==> src/hdl/mrp_pkg.sv <==
// shared types and constants of the monitor request parser
// no dependencies; imported by every module of the parser

package mrp_pkg;

	// default capacity of the argument length store
	localparam int MAX_ARGS_DEF = 16;

	// parse phases, as shown on the phase output
	typedef enum logic [2:0] {
		PH_VERSION = 3'd0,
		PH_COMMAND = 3'd1,
		PH_COUNT   = 3'd2,
		PH_LENGTHS = 3'd3,
		PH_DATA    = 3'd4,
		PH_DONE    = 3'd5,
		PH_ERROR   = 3'd6
	} phase_t;

	// register indexes on the config port (word address)
	localparam logic [1:0] REG_VERSION   = 2'd0;
	localparam logic [1:0] REG_COUNT_LIM = 2'd1;
	localparam logic [1:0] REG_LEN_LIM   = 2'd2;

	// reset values of the config registers
	localparam logic [7:0] VERSION_RST   = 8'd1;
	localparam logic [4:0] COUNT_LIM_RST = 5'd16;
	localparam logic [7:0] LEN_LIM_RST   = 8'd255;

	typedef struct packed {
		logic [7:0] version;
		logic [4:0] count_lim;
		logic [7:0] len_lim;
	} cfg_t;

	// controller to datapath
	typedef struct packed {
		logic accept;
		logic skip_chk;
		logic load_out;
	} dp_cmd_t;

	// datapath to controller
	typedef struct packed {
		logic skip_req;
		logic skip_more;
	} dp_stat_t;

endpackage

==> src/hdl/monitor_request_parser_core.sv <==
// top level of the monitor request parser
// depends on mrp_pkg, mrp_apb, mrp_ctrl, mrp_dp
//
// channel   | handshake           | payload
// ----------+---------------------+-------------------------------------------
// request   | in_valid/in_ready   | data_byte
// result    | out_valid/out_ready | phase command arg_count byte_valid
//           |                     | arg_index arg_offset arg_byte arg_end
//           |                     | finished errored
// config    | psel/penable/pwrite | paddr pwdata prdata pready (apb, no waits)
//
// a request is accepted and decoded, then loaded into the result register
// in the emit step; after the last length byte or the last byte of an
// argument the length store is walked first, each entry visited taking a
// registered read, then a check
// reset clears the phase and capture registers; the length store holds no
// reset value and is only read after the length phase has written it
// a waiting result does not block the next request; a new result waits
// in the emit step until the result register is free

module monitor_request_parser_core #(
	parameter int MAX_ARGS = mrp_pkg::MAX_ARGS_DEF
) (
	input  logic        clk,
	input  logic        arst_n,
	// config port
	input  logic        psel,
	input  logic        penable,
	input  logic        pwrite,
	input  logic [3:0]  paddr,
	input  logic [31:0] pwdata,
	output logic [31:0] prdata,
	output logic        pready,
	// request channel
	input  logic        in_valid,
	output logic        in_ready,
	input  logic [7:0]  data_byte,
	// result channel
	output logic        out_valid,
	input  logic        out_ready,
	output logic [2:0]  phase,
	output logic [7:0]  command,
	output logic [4:0]  arg_count,
	output logic        byte_valid,
	output logic [3:0]  arg_index,
	output logic [7:0]  arg_offset,
	output logic [7:0]  arg_byte,
	output logic        arg_end,
	output logic        finished,
	output logic        errored
);
	import mrp_pkg::*;

	cfg_t     cfg;
	dp_cmd_t  cmd;
	dp_stat_t stat;

	// config registers
	mrp_apb u_apb (
		.clk     (clk),
		.arst_n  (arst_n),
		.psel    (psel),
		.penable (penable),
		.pwrite  (pwrite),
		.paddr   (paddr),
		.pwdata  (pwdata),
		.prdata  (prdata),
		.pready  (pready),
		.cfg     (cfg)
	);

	// sequencing: accept, empty-argument walk, result hand-off
	mrp_ctrl u_ctrl (
		.clk       (clk),
		.arst_n    (arst_n),
		.in_valid  (in_valid),
		.in_ready  (in_ready),
		.out_valid (out_valid),
		.out_ready (out_ready),
		.stat      (stat),
		.cmd       (cmd)
	);

	// parse state, length store and result register
	mrp_dp #(
		.MAX_ARGS (MAX_ARGS)
	) u_dp (
		.clk        (clk),
		.arst_n     (arst_n),
		.cfg        (cfg),
		.cmd        (cmd),
		.stat       (stat),
		.data_byte  (data_byte),
		.phase      (phase),
		.command    (command),
		.arg_count  (arg_count),
		.byte_valid (byte_valid),
		.arg_index  (arg_index),
		.arg_offset (arg_offset),
		.arg_byte   (arg_byte),
		.arg_end    (arg_end),
		.finished   (finished),
		.errored    (errored)
	);

endmodule

==> src/hdl/mrp_apb.sv <==
// config register file with apb-style write/read access
// depends on mrp_pkg

module mrp_apb (
	input  logic         clk,
	input  logic         arst_n,
	input  logic         psel,
	input  logic         penable,
	input  logic         pwrite,
	input  logic [3:0]   paddr,
	input  logic [31:0]  pwdata,
	output logic [31:0]  prdata,
	output logic         pready,
	output mrp_pkg::cfg_t cfg
);
	import mrp_pkg::*;

	cfg_t       cfg_q;
	logic       wr_en;
	logic [1:0] reg_idx;

	assign pready  = 1'b1;
	assign wr_en   = psel & penable & pwrite;
	assign reg_idx = paddr[3:2];
	assign cfg     = cfg_q;

	always_ff @(posedge clk or negedge arst_n) begin
		if (!arst_n) begin
			cfg_q.version   <= VERSION_RST;
			cfg_q.count_lim <= COUNT_LIM_RST;
			cfg_q.len_lim   <= LEN_LIM_RST;
		end else if (wr_en) begin
			case (reg_idx)
				REG_VERSION:   cfg_q.version   <= pwdata[7:0];
				REG_COUNT_LIM: cfg_q.count_lim <= pwdata[4:0];
				REG_LEN_LIM:   cfg_q.len_lim   <= pwdata[7:0];
				default: ;
			endcase
		end
	end

	always_comb begin
		case (reg_idx)
			REG_VERSION:   prdata = {24'd0, cfg_q.version};
			REG_COUNT_LIM: prdata = {27'd0, cfg_q.count_lim};
			REG_LEN_LIM:   prdata = {24'd0, cfg_q.len_lim};
			default:       prdata = 32'd0;
		endcase
	end

endmodule

==> src/hdl/mrp_ctrl.sv <==
// sequencing controller: request handshake, empty-argument walk, result hand-off
// depends on mrp_pkg

module mrp_ctrl (
	input  logic               clk,
	input  logic               arst_n,
	input  logic               in_valid,
	output logic               in_ready,
	output logic               out_valid,
	input  logic               out_ready,
	input  mrp_pkg::dp_stat_t  stat,
	output mrp_pkg::dp_cmd_t   cmd
);
	import mrp_pkg::*;

	typedef enum logic [1:0] {
		ST_IDLE,
		ST_SK_RD,
		ST_SK_CHK,
		ST_EMIT
	} ctrl_state_t;

	ctrl_state_t state_q;
	logic        out_valid_q;

	assign in_ready     = (state_q == ST_IDLE);
	assign out_valid    = out_valid_q;
	assign cmd.accept   = in_valid & (state_q == ST_IDLE);
	assign cmd.skip_chk = (state_q == ST_SK_CHK);
	assign cmd.load_out = (state_q == ST_EMIT) & (~out_valid_q | out_ready);

	always_ff @(posedge clk or negedge arst_n) begin
		if (!arst_n) begin
			state_q     <= ST_IDLE;
			out_valid_q <= 1'b0;
		end else begin
			if (cmd.load_out) begin
				out_valid_q <= 1'b1;
			end else if (out_ready) begin
				out_valid_q <= 1'b0;
			end
			case (state_q)
				ST_IDLE: begin
					if (cmd.accept) begin
						state_q <= stat.skip_req ? ST_SK_RD : ST_EMIT;
					end
				end
				ST_SK_RD: begin
					state_q <= ST_SK_CHK;
				end
				ST_SK_CHK: begin
					state_q <= stat.skip_more ? ST_SK_RD : ST_EMIT;
				end
				ST_EMIT: begin
					if (cmd.load_out) begin
						state_q <= ST_IDLE;
					end
				end
				default: begin
					state_q <= ST_IDLE;
				end
			endcase
		end
	end

endmodule

==> src/hdl/mrp_dp.sv <==
// parser datapath: phase and capture registers, length store, result register
// depends on mrp_pkg

module mrp_dp #(
	parameter int MAX_ARGS = mrp_pkg::MAX_ARGS_DEF
) (
	input  logic              clk,
	input  logic              arst_n,
	input  mrp_pkg::cfg_t     cfg,
	input  mrp_pkg::dp_cmd_t  cmd,
	output mrp_pkg::dp_stat_t stat,
	input  logic [7:0]        data_byte,
	output logic [2:0]        phase,
	output logic [7:0]        command,
	output logic [4:0]        arg_count,
	output logic              byte_valid,
	output logic [3:0]        arg_index,
	output logic [7:0]        arg_offset,
	output logic [7:0]        arg_byte,
	output logic              arg_end,
	output logic              finished,
	output logic              errored
);
	import mrp_pkg::*;

	localparam int CW = $clog2(MAX_ARGS + 1);
	localparam int AW = (MAX_ARGS > 1) ? $clog2(MAX_ARGS) : 1;

	// parse state
	phase_t        phase_q;
	logic [7:0]    command_q;
	logic [CW-1:0] count_q;
	logic [CW-1:0] idx_q;
	logic [7:0]    off_q;
	logic [7:0]    cur_len_q;

	// length store
	logic [7:0]    len_mem [MAX_ARGS];
	logic [7:0]    rd_q;

	// per-request result fields, held until the result is loaded
	logic          pend_valid_q;
	logic [3:0]    pend_idx_q;
	logic [7:0]    pend_off_q;
	logic [7:0]    pend_byte_q;
	logic          pend_end_q;

	// next-state logic for an accepted byte
	phase_t        phase_d;
	logic [CW-1:0] count_d;
	logic [CW-1:0] idx_d;
	logic [7:0]    off_d;
	logic          mem_we;
	logic          data_hit;
	logic          data_end;
	logic          skip_req;
	logic [8:0]    count_cap;
	logic [8:0]    off_inc;
	logic [CW-1:0] idx_inc;
	logic [CW+3:0] idx_ext;
	logic [CW+4:0] count_ext;

	assign idx_inc   = idx_q + CW'(1);
	assign off_inc   = {1'b0, off_q} + 9'd1;
	assign idx_ext   = {4'd0, idx_q};
	assign count_ext = {5'd0, count_q};
	assign count_cap = (9'(cfg.count_lim) > 9'(MAX_ARGS)) ? 9'(MAX_ARGS) : 9'(cfg.count_lim);

	always_comb begin
		phase_d  = phase_q;
		count_d  = count_q;
		idx_d    = idx_q;
		off_d    = off_q;
		mem_we   = 1'b0;
		data_hit = 1'b0;
		data_end = 1'b0;
		skip_req = 1'b0;
		case (phase_q)
			PH_VERSION: begin
				phase_d = (data_byte == cfg.version) ? PH_COMMAND : PH_ERROR;
			end
			PH_COMMAND: begin
				phase_d = PH_COUNT;
			end
			PH_COUNT: begin
				if ({1'b0, data_byte} > count_cap) begin
					phase_d = PH_ERROR;
				end else begin
					count_d = data_byte[CW-1:0];
					idx_d   = '0;
					phase_d = (data_byte == 8'd0) ? PH_DONE : PH_LENGTHS;
				end
			end
			PH_LENGTHS: begin
				if (data_byte > cfg.len_lim) begin
					phase_d = PH_ERROR;
				end else begin
					mem_we = 1'b1;
					if (idx_inc >= count_q) begin
						idx_d    = '0;
						off_d    = 8'd0;
						skip_req = 1'b1;
					end else begin
						idx_d = idx_inc;
					end
				end
			end
			PH_DATA: begin
				data_hit = 1'b1;
				if (off_inc >= {1'b0, cur_len_q}) begin
					data_end = 1'b1;
					idx_d    = idx_inc;
					off_d    = 8'd0;
					skip_req = 1'b1;
				end else begin
					off_d = off_inc[7:0];
				end
			end
			default: ;
		endcase
	end

	assign stat.skip_req  = skip_req;
	assign stat.skip_more = (idx_q < count_q) && (rd_q == 8'd0);

	always_ff @(posedge clk or negedge arst_n) begin
		if (!arst_n) begin
			phase_q   <= PH_VERSION;
			command_q <= 8'd0;
			count_q   <= '0;
			idx_q     <= '0;
			off_q     <= 8'd0;
		end else if (cmd.accept) begin
			phase_q <= phase_d;
			count_q <= count_d;
			idx_q   <= idx_d;
			off_q   <= off_d;
			if (phase_q == PH_COMMAND) begin
				command_q <= data_byte;
			end
		end else if (cmd.skip_chk) begin
			// walk past empty arguments, one store entry per check
			if (idx_q >= count_q) begin
				phase_q <= PH_DONE;
			end else if (rd_q == 8'd0) begin
				idx_q <= idx_inc;
			end else begin
				phase_q <= PH_DATA;
			end
		end
	end

	always_ff @(posedge clk) begin
		if (cmd.accept) begin
			pend_valid_q <= data_hit;
			pend_idx_q   <= data_hit ? idx_ext[3:0] : 4'd0;
			pend_off_q   <= data_hit ? off_q : 8'd0;
			pend_byte_q  <= data_hit ? data_byte : 8'd0;
			pend_end_q   <= data_end;
		end
		if (cmd.skip_chk && (idx_q < count_q) && (rd_q != 8'd0)) begin
			cur_len_q <= rd_q;
		end
	end

	always_ff @(posedge clk) begin
		if (cmd.accept && mem_we) begin
			len_mem[idx_q[AW-1:0]] <= data_byte;
		end
		rd_q <= len_mem[idx_q[AW-1:0]];
	end

	// result register
	always_ff @(posedge clk) begin
		if (cmd.load_out) begin
			phase      <= phase_q;
			command    <= command_q;
			arg_count  <= count_ext[4:0];
			byte_valid <= pend_valid_q;
			arg_index  <= pend_idx_q;
			arg_offset <= pend_off_q;
			arg_byte   <= pend_byte_q;
			arg_end    <= pend_end_q;
			finished   <= (phase_q == PH_DONE) || (phase_q == PH_ERROR);
			errored    <= (phase_q == PH_ERROR);
		end
	end

endmodule

==> config.mk <==
export PLATFORM = sky130hd
export DESIGN_NAME = monitor_request_parser_core
export DESIGN_NICKNAME = d
export VERILOG_FILES = /design/src/hdl/mrp_pkg.sv /design/src/hdl/monitor_request_parser_core.sv /design/src/hdl/mrp_apb.sv /design/src/hdl/mrp_ctrl.sv /design/src/hdl/mrp_dp.sv
export SDC_FILE = /design/constraint.sdc
export NUM_CORES = 1
export LEC_CHECK = 0
export BUFFER_PORTS_ARGS = -buffer_cell sky130_fd_sc_hd__buf_2
export CAP_MARGIN = 40
export CELL_PAD_IN_SITES_DETAIL_PLACEMENT = 1
export CELL_PAD_IN_SITES_GLOBAL_PLACEMENT = 1
export CORE_UTILIZATION = 55
export CTS_BUF_LIST = sky130_fd_sc_hd__clkbuf_8
export CTS_CLUSTER_SIZE = 8
export DETAILED_ROUTE_END_ITERATION = 6
export PLACE_DENSITY = 0.93
export SLEW_MARGIN = 20
export SYNTH_ARGS = -nofsm -noshare
export SYNTH_HDL_FRONTEND = slang
export SYNTH_SLANG_ARGS = --single-unit
==> constraint.sdc <==
create_clock -name clk -period 5.2 [get_ports clk]
set_input_delay 1.04 -clock clk [delete_from_list [all_inputs] [get_ports clk]]
set_output_delay 1.04 -clock clk [all_outputs]
set_load 0.03 [all_outputs]
Word-level counts from Yosys, hierarchy flattened:

Memory sizes are Yosys's and may differ from the RTL's. A register that Yosys moved wholly into a read port is not among the register bits.
Cells that the tools add are included.

* input bits: 51
* bits in writable memories: 128
* logic and storage cells: 131
* register bits after elaboration: 123
* memories: 1

* bitwise logic cells: 7
* add/sub/neg operators: 2
* equality and inequality tests: 24
* muxes and demuxes: 40
* reduce and logical (&&, ||, !) cells: 24
* $lt $le $gt $ge: 7

Memories
* u_dp.len_mem: words 16, width 8, read ports 1, clocked after Yosys merged registers in 1, write ports 1, RTL line mrp_dp.sv:38 `logic [7:0] len_mem [MAX_ARGS];`

Operators with widths (count)
* two-way mux 5 bit: 9
* two-way mux 3 bit: 8
* two-way mux 8 bit: 3
* one-hot mux 8 bit (3 select lines): 1
* logical NOT 8 bit: 2
* one-hot mux 8 bit (2 select lines): 1
* one-hot mux 5 bit (3 select lines): 1
* inequality test 3 bit, second input constant: 4
* one-hot mux 3 bit (4 select lines): 1
* greater-or-equal comparator 5 bit: 2
* two-way mux 1 bit: 10
* AND reduction 2 bit: 5
* adder 8 x 1 -> 9 bit, second input constant: 1
* == test 3 bit, second input constant: 3
* greater-or-equal comparator 9 x 8 -> 1 bit: 1
* greater-than comparator 8 x 9 -> 1 bit: 1
* == test 8 bit: 1
* greater-than comparator 8 bit: 1
* two-way mux 2 bit: 4
* one-hot mux 2 bit (4 select lines): 1
* AND reduction 4 bit: 2
* nonzero test 2 bit: 4
* nonzero test 8 bit: 1
* AND reduction 7 bit: 1
* 21 further kinds: 36

Depth between registers and ports, before layout:

Gate-level depths: netlist of the first run.

* depth in word-level cells: 8
* gate-level depth with buffers: 13

Hierarchy:

Synthesis of the first run repeated with hierarchy kept, for this count alone.

* cell total of the unflattened synthesis: 703
* area total of the unflattened synthesis: 11207.0 um^2

By module, submodules not included
* mrp_dp: area each 9858.2 um^2, cells an instance 590, sequential area each 6831.6 um^2, instances 1
* mrp_apb: area each 1198.6 um^2, cells an instance 98, sequential area each 538.0 um^2, instances 1
* mrp_ctrl: area each 150.1 um^2, cells an instance 15, sequential area each 75.1 um^2, instances 1

Worst setup path before layout of the first run:

No wires, ideal clock.

* path type: input to register
* from: input data_byte[5]
* to: memory u_dp.len_mem[3][0] (enable)
* data arrival time: 3268 ps
* setup slack: 1537 ps
* cell stages on the path: 8
* path buffers: 1
* cell sequence: ha_1 > a211o_1 > o211ai_2 > nand4b_2 > and3_4 > or3_4 > buf_6 > nor4_1

* longest elaborated chain between the ends: 6

Ends and longest elaborated chain
* start, declared: RTL line monitor_request_parser_core.sv:37 `input logic [7:0] data_byte,`
* greater-than comparator 8 bit: RTL line mrp_dp.sv:95 `if (data_byte > cfg.len_lim) begin`
* two-way mux 1 bit: RTL line mrp_dp.sv:95
* two-way mux 1 bit: RTL line mrp_dp.sv:78 `case (phase_q)`
* logical AND 1 bit: RTL line mrp_dp.sv:167 `if (cmd.accept && mem_we) begin`
* two-way mux 1 bit: RTL line mrp_dp.sv:167
* two-way mux 1 bit (implied by the code): RTL line mrp_dp.sv:168 `len_mem[idx_q[AW-1:0]] <= data_byte;`
* end, declared: RTL line mrp_dp.sv:38

No other way between the ends.

Final worst setup path of the first run:

* from: input data_byte[5]
* to: memory u_dp.len_mem[8][6] (enable)

The elaborated chain is that of the path after synthesis.

==> flow_metrics.tcl, run 1 <==
set metrics [dict create \
    fp.coreArea_mm2 0.01959 \
    num_io_pins 126 \
    period_share_pct 75.51 \
    synth-seq-cells 259 \
    fin_crit_ns 3.927 \
    gr-usage-all-layers_pct 29.32 \
    whs_endpoint "u_dp.arg_byte[6]$_DFFE_PP_" \
    pwr-share-clk_pct 25.6 \
    crit_type "in2reg" \
    r2r_end "u_dp.idx_q[0]$_DFFE_PN0P_" \
    synth_ff_type "edfxtp_1" \
    slowest_delay_ns 0.61 \
    hpwl_um 19060 \
    cts-buffers-inserted 42 \
    p_sw_mw 2.291 \
    drive_above_1_share_pct 28.54 \
    slew_headroom_pct 42.07 \
    drtIter0Drc 583 \
    cts.path.max_buffers 3 \
    pwr_density_cell_mw_per_mm2 523.0 \
    max_freq_ghz 0.2547 \
    ys_warn_count 0 \
    wl_per_cell_um 25.97 \
    cts_hold_buf 0 \
    viasPerCell 6.091 \
    internal_power_mw 4.294 \
    setup-violations-final 0 \
    syn_area_mm2 0.01107 \
    grt_pass1_wl_um 43660 \
    fin_cells 1113 \
    yosysUniqueCellTypes 65 \
    areaGrowthSynthToFinish_pct 13.76 \
    cts.sinks 259 \
    ir_worst_vdd_mv 0.2225 \
    placed_area_mm2 0.01176 \
    ys_async_sr_fraction_pct 20.46 \
    wirelength_um 28910 \
    p_sw_share_pct 34.79 \
    grt_pass1_vias 7402 \
    hold_depth 0 \
    timing.rr.start "u_dp.off_q[0]$_DFFE_PN0P_" \
    cts-root-buf "clkbuf_8" \
    hold_slack_ns 0.4228 \
    die_y_um 143.9 \
    p_comb_share_pct 29.8 \
    fp-row-count 51 \
    finalHoldViolations 0 \
    finalPower_mw 6.585 \
    path_clk_slew_ns 0.06 \
    grt_max_degree 54 \
    end_kind "register" \
    cp_cell_sequence "buf_2 -> ha_1 -> a211o_1 -> o211ai_2 -> nand3b_1 -> and3_4 -> or3_4 -> or3b_4 -> nor2_1" \
    crit_path_start_kind "primary input" \
    slew_viol_final 0 \
    worst_slew_pin_slew_ns 0.8555 \
    cp.required_ns 5.36 \
    seq_area_frac_synth_pct 67.25 \
    place.gp.congestion 0.8943 \
    die_width_um 143.9 \
    r2r_slack_ns 1.32 \
    die-area_mm2 0.02070 \
    hp-class "reg2reg" \
    io_buffers 74 \
    cp_slowest_cell "nor2_1" \
    cts_setup_buffers 0 \
    grt_overflow 0 \
    syn_avg_cell_area_um2 15.79 \
    antenna_found_initial 0 \
    final_nets 904 \
    arrival_ns 4.09 \
    initial_utilization_pct 56.51 \
    cts.repair.resized 0 \
    min_from "u_dp.pend_byte_q[6]$_SDFFCE_PN0P_" \
    p_seq_share_pct 44.6 \
    synthCells 701 \
    ant_nets 0 \
    cp_max_fo 22 \
    antenna_cells 0 \
    cts_tree "done" \
    maxCapViolations 0 \
    dp_cells 1036 \
    rsz0062_at_grt "false" \
    rr_worst_depth 13 \
    finClkSkew_ns 0.01825 \
    stdcell_area_mm2 0.01259 \
    clock_latency_ns 0.54 \
    vias 6779 \
    drc 0 \
    status "complete, no violations" \
    synth_enable_flop_cells 198 \
    power.leakage_nw 4.896 \
    htree_levels 2 \
    dr.pass1.iters 7 \
    tns_ns 0 \
]
## worst max-delay path by stage
| stage | startpoint | endpoint | slack (ns) | cells past startpoint |
|---|---|---|---|---|
| after global placement | data_byte[5] | u_dp.len_mem[8][2]$_DFFE_PP_ | 0.99 | 9 |
| after global routing | u_dp.off_q[0]$_DFFE_PN0P_ | u_dp.idx_q[0]$_DFFE_PN0P_ | 1.08 | 13 |
| after detailed placement | data_byte[5] | u_dp.len_mem[11][0]$_DFFE_PP_ | 0.75 | 9 |
| after floorplan | data_byte[5] | u_dp.len_mem[3][0]$_DFFE_PP_ | 1.54 | 8 |
| after CTS | data_byte[5] | u_dp.len_mem[11][2]$_DFFE_PP_ | 1.24 | 9 |
| final | data_byte[5] | u_dp.len_mem[8][6]$_DFFE_PP_ | 1.27 | 9 |
## worst max-delay path, delay by kind of cell
family	cells	cell delay (ns)
buffers and inverters	1	0.43
AND/OR/NAND/NOR	5	1.85
AO/OA/AOI/OAI	2	0.40
adder cells (fa/ha/maj)	1	0.34
## synth_stat cells (2+ instances only)
cell type,instances,area [um^2]
edfxtp_1,198,5946
conb_1,2,7.510
nor2_1,31,116.4
buf_4,25,187.7
buf_2,4,20.02
nand4_1,10,62.56
a211o_1,2,17.52
nor4_1,5,31.28
nand3_1,5,25.02
nand2_1,38,142.6
o31ai_1,2,15.01
clkinv_1,2,7.510
dfxtp_1,8,160.2
inv_1,39,146.4
nor2b_1,9,56.30
nor3_1,14,70.07
a21oi_1,10,50.05
xnor2_1,8,70.07
and2_1,6,37.54
mux4_2,40,900.9
nor3b_1,2,15.01
o21a_1,4,30.03
or4_1,3,22.52
o221ai_1,3,26.28
ha_1,36,450.4
dfrtp_1,43,1076
dfstp_2,10,262.8
mux2_2,28,315.3
a21o_1,4,30.03
o21ai_0,27,135.1
or3_1,4,25.02
a31oi_1,3,18.77
clkbuf_1,14,52.55
nor2_2,2,12.51
and3_1,14,87.58
xor2_1,9,78.83
mux2i_1,9,90.09
## layout make-up
cell class	instances	area (um^2)
clock buffer	52	715.7
clock inverter	23	90.09
fill	1822	6998
inverter	41	153.9
multi-input combinational	379	3294
sequential	259	7446
tap	265	331.6
timing repair buffer	94	560.5
## logic make-up after synthesis
| kind of cell | count (synthesis) | synth area share, % |
|---|---|---|
| AO/OA/AOI/OAI | 68 | 4.013 |
| XOR/XNOR | 17 | 1.345 |
| AND/OR/NAND/NOR | 156 | 7.573 |
| adder cells (fa/ha/maj) | 36 | 4.069 |
| flip-flops | 259 | 67.25 |
| multiplexers | 77 | 11.80 |
| other | 2 | 0.06784 |
| buffers and inverters | 86 | 3.877 |
## power by group through the flow
stage | logic [mW] | registers [mW] | clock network (mW)
2_1_floorplan | 1.13 | 3.05 | 0
3_3_place_gp | 1.68 | 2.95 | 0
3_5_place_dp | 1.88 | 2.98 | 0
4_1_cts | 1.92 | 2.95 | 1.71
5_1_grt | 2.09 | 2.96 | 1.79
6_report | 1.96 | 2.94 | 1.69
## sequential cells by signal, summed over array words and instances (netlist names), 5 cells and up
signal	flops
u_dp.len_mem	128
u_apb.cfg	21
u_dp.arg_byte	8
u_dp.arg_offset	8
u_dp.command	8
u_dp.command_q	8
u_dp.cur_len_q	8
u_dp.off_q	8
u_dp.pend_byte_q	8
u_dp.pend_off_q	8
u_dp.rd_q	8
u_dp.arg_count	5
u_dp.count_q	5
u_dp.idx_q	5
## through the flow
stage / util [%] / setup slack, ns
4_1_cts: 64.16 / 1.241
6_report: 64.28 / 1.273
3_5_place_dp: 60.05 / 0.7475
5_1_grt: 64.28 / 1.085
2_1_floorplan: - / 1.537
3_3_place_gp: 59.70 / 0.9881
## routing by layer
layer | share of wire [%] | global-route usage [%] | vias up
met5 | 0 | 0 | -
met4 | 3.3 | 13.49 | 0
met3 | 6.9 | 5.498 | 88
met2 | 52 | 51.36 | 368
met1 | 37 | 35.05 | 3475
li1 | - | - | 2848
## placed cells by master (no fill, tap or decap), drive strengths merged, types with 7 or more instances in the layout
cell type  count
o21ai         27
mux4          40
nor3          14
and3          15
ha            36
mux2i          9
nand4         10
nor2          33
xnor2          8
xor2           9
nor2b          9
clkinv         7
clkbuf        52
dfxtp          8
buf           94
nand2         39
dfrtp         43
mux2          28
edfxtp       198
inv           57
dfstp         10
conb          25
a21oi         10
Power figures use the tool's default switching activity.
==> run 2, diff against run 1 <==
- CORE_UTILIZATION: 55 -> 46
- PLACE_DENSITY: 0.93 -> 0.83
- clock period: 5.2 -> 3.3 ns (I/O delays scaled with it)
==> run 2 against run 1 <==
Clock skew grew 0.013 ns; critical endpoint is now u_dp.idx_q[3]$_DFFE_PN0P_; cell area rose by 2.3%; sequential power rose by 54%; power up 57%; worst setup slack got worse by 0.99 ns; highest routed layer unchanged; first-iteration DRC count shrank 13%; wire length decreased by 6.4%; largest cell class unchanged; via count fell by 2.5%; die area increased by 19%; sequential share of layout area is 1.3 points lower; cell count up 7.8%.
==> flow_metrics.tcl, run 2 (synthesized netlist as in run 1, its figures left out) <==
set metrics [dict create \
    setup-violations-final 0 \
    initial_utilization_pct 47.02 \
    cts_setup_buffers 0 \
    final_nets 932 \
    drive_above_1_share_pct 30.94 \
    slew_viol_final 0 \
    hp-class "in2async" \
    power.leakage_nw 5.047 \
    largest_register_ffs 128 \
    status "complete, no violations" \
    antenna_found_initial 2 \
    crit_path_start_kind "register" \
    p_comb_share_pct 30.2 \
    gr-usage-all-layers_pct 22.62 \
    crit_type "reg2reg" \
    drc 0 \
    max_freq_ghz 0.3311 \
    num_io_pins 126 \
    path_clk_slew_ns 0.06 \
    viasPerCell 5.508 \
    cts_hold_buf 0 \
    final_common_cell "edfxtp_1" \
    cts.sinks 259 \
    cts-buffers-inserted 43 \
    slowest_delay_ns 0.40 \
    fin_ws_ns 0.2798 \
    finalPower_mw 10.31 \
    cp.required_ns 3.71 \
    clock_latency_ns 0.55 \
    hpwl_um 18380 \
    grt_overflow 0 \
    grt_max_degree 41 \
    pwr-share-clk_pct 26.0 \
    timing.rr.start "u_dp.off_q[2]$_DFFE_PN0P_" \
    cp_max_fo 7 \
    period_share_pct 91.52 \
    areaGrowthSynthToFinish_pct 16.32 \
    ir_worst_vdd_mv 0.3569 \
    maxCapViolations 0 \
    p_seq_share_pct 43.8 \
    cpMostUsedCell "nand4_1" \
    cts.path.max_buffers 3 \
    cts_tree "done" \
    grt_pass1_wl_um 40910 \
    htree_levels 2 \
    cts.repair.resized 0 \
    end_kind "register" \
    worst_slew_pin_slew_ns 0.8169 \
    io_buffers 74 \
    pwr_density_cell_mw_per_mm2 800.5 \
    drtIter0Drc 510 \
    grt_pass1_vias 7092 \
    finClkSkew_ns 0.03085 \
    vias 6609 \
    die_y_um 157.1 \
    p_sw_mw 3.504 \
    place_ws_ns 0.008133 \
    crit_start "u_dp.off_q[2]$_DFFE_PN0P_" \
    wl_per_cell_um 22.54 \
    internal_power_mw 6.803 \
    final_cell_mix "edfxtp_1, buf_2, inv_1, clkbuf_8, buf_4" \
    wirelength_um 27050 \
    die-area_mm2 0.02469 \
    ant_nets 0 \
    fp.coreArea_mm2 0.02354 \
    cp_cell_sequence "inv_1 -> nor2_1 -> nand4_1 -> nor3_2 -> xnor2_1 -> ha_1 -> and3_1 -> a221oi_2 -> nand4_1 -> a31oi_4 -> nand2b_4 -> o21ai_0" \
    cts-root-buf "clkbuf_8" \
    finalHoldViolations 0 \
    fp-row-count 56 \
    fin_crit_ns 3.020 \
    path_buf_inv 1 \
    dr.pass1.iters 4 \
    tns_ns 0 \
    cp_slowest_cell "dfrtp_1" \
    die_width_um 157.1 \
    slew_headroom_pct 45.42 \
    p_sw_share_pct 34.00 \
    arrival_ns 3.43 \
    cpLargestDelayFamily "simple AND/OR/NAND/NOR gates" \
    place.gp.congestion 0.8217 \
]
[run 2: cell count changes in the layout (fill, tap and decap cells not counted), sizes merged]
cell / change
inv: +2
clkinv: +2
buf: +27
diode: +2
[run 2: path summary, 6_finish.rpt]
check                      slack [ns]  cells past startpoint                     endpoint
hold / removal                   0.11                      1    u_apb.cfg[16]$_DFFE_PN0P_
hold reg to reg                  0.42                      0  u_dp.arg_index[2]$_DFFE_PP_
setup reg to reg                 0.28                     12    u_dp.idx_q[3]$_DFFE_PN0P_
setup / recovery                 0.28                     12    u_dp.idx_q[3]$_DFFE_PN0P_
max in group asynchronous        2.55                      2     u_apb.cfg[7]$_DFFE_PN1P_
min in group clk                 0.35                      3    u_apb.cfg[12]$_DFFE_PN1P_
[run 2: final cells by class]
class,instances,area (um^2)
clock buffers,52,715.7
clock inverters,27,106.4
fillers,2310,10670
flip-flops and latches,259,7446
well taps,319,399.1
diodes,2,5.005
multi-input cells,379,3314
repair buffers,121,735.7
inverters,41,153.9
[run 2: per-stage QoR]
step | instances | area (um^2) | util, % | hold slack [ns]
after floorplan | 724 | 11160 | - | 0.3644
after global placement | 1118 | 12000 | 50.99 | 0.4017
after detailed placement | 1119 | 12020 | 51.07 | 0.4056
after CTS | 1198 | 12850 | 54.57 | 0.1029
after global routing | 1198 | 12870 | 54.67 | 0.1427
final | 1200 | 12880 | 54.69 | 0.1103
[run 2: routing by layer]
layer,track usage [%],part of all wire (%),vias to the layer above
li1,-,-,2902
met1,28.22,41,3437
met2,38.67,50,215
met3,5.259,5.4,55
met4,7.906,2.7,0
met5,0,0,-
[run 2: power by group through the flow]
stage	sequential, mW	clock, mW	combinational (mW)
finish	4.52	2.68	3.11
global route	4.58	2.86	3.37
CTS	4.52	2.73	3.10
detailed placement	4.58	0	3.07
global placement	4.53	0	2.92
floorplan	4.81	0	1.77
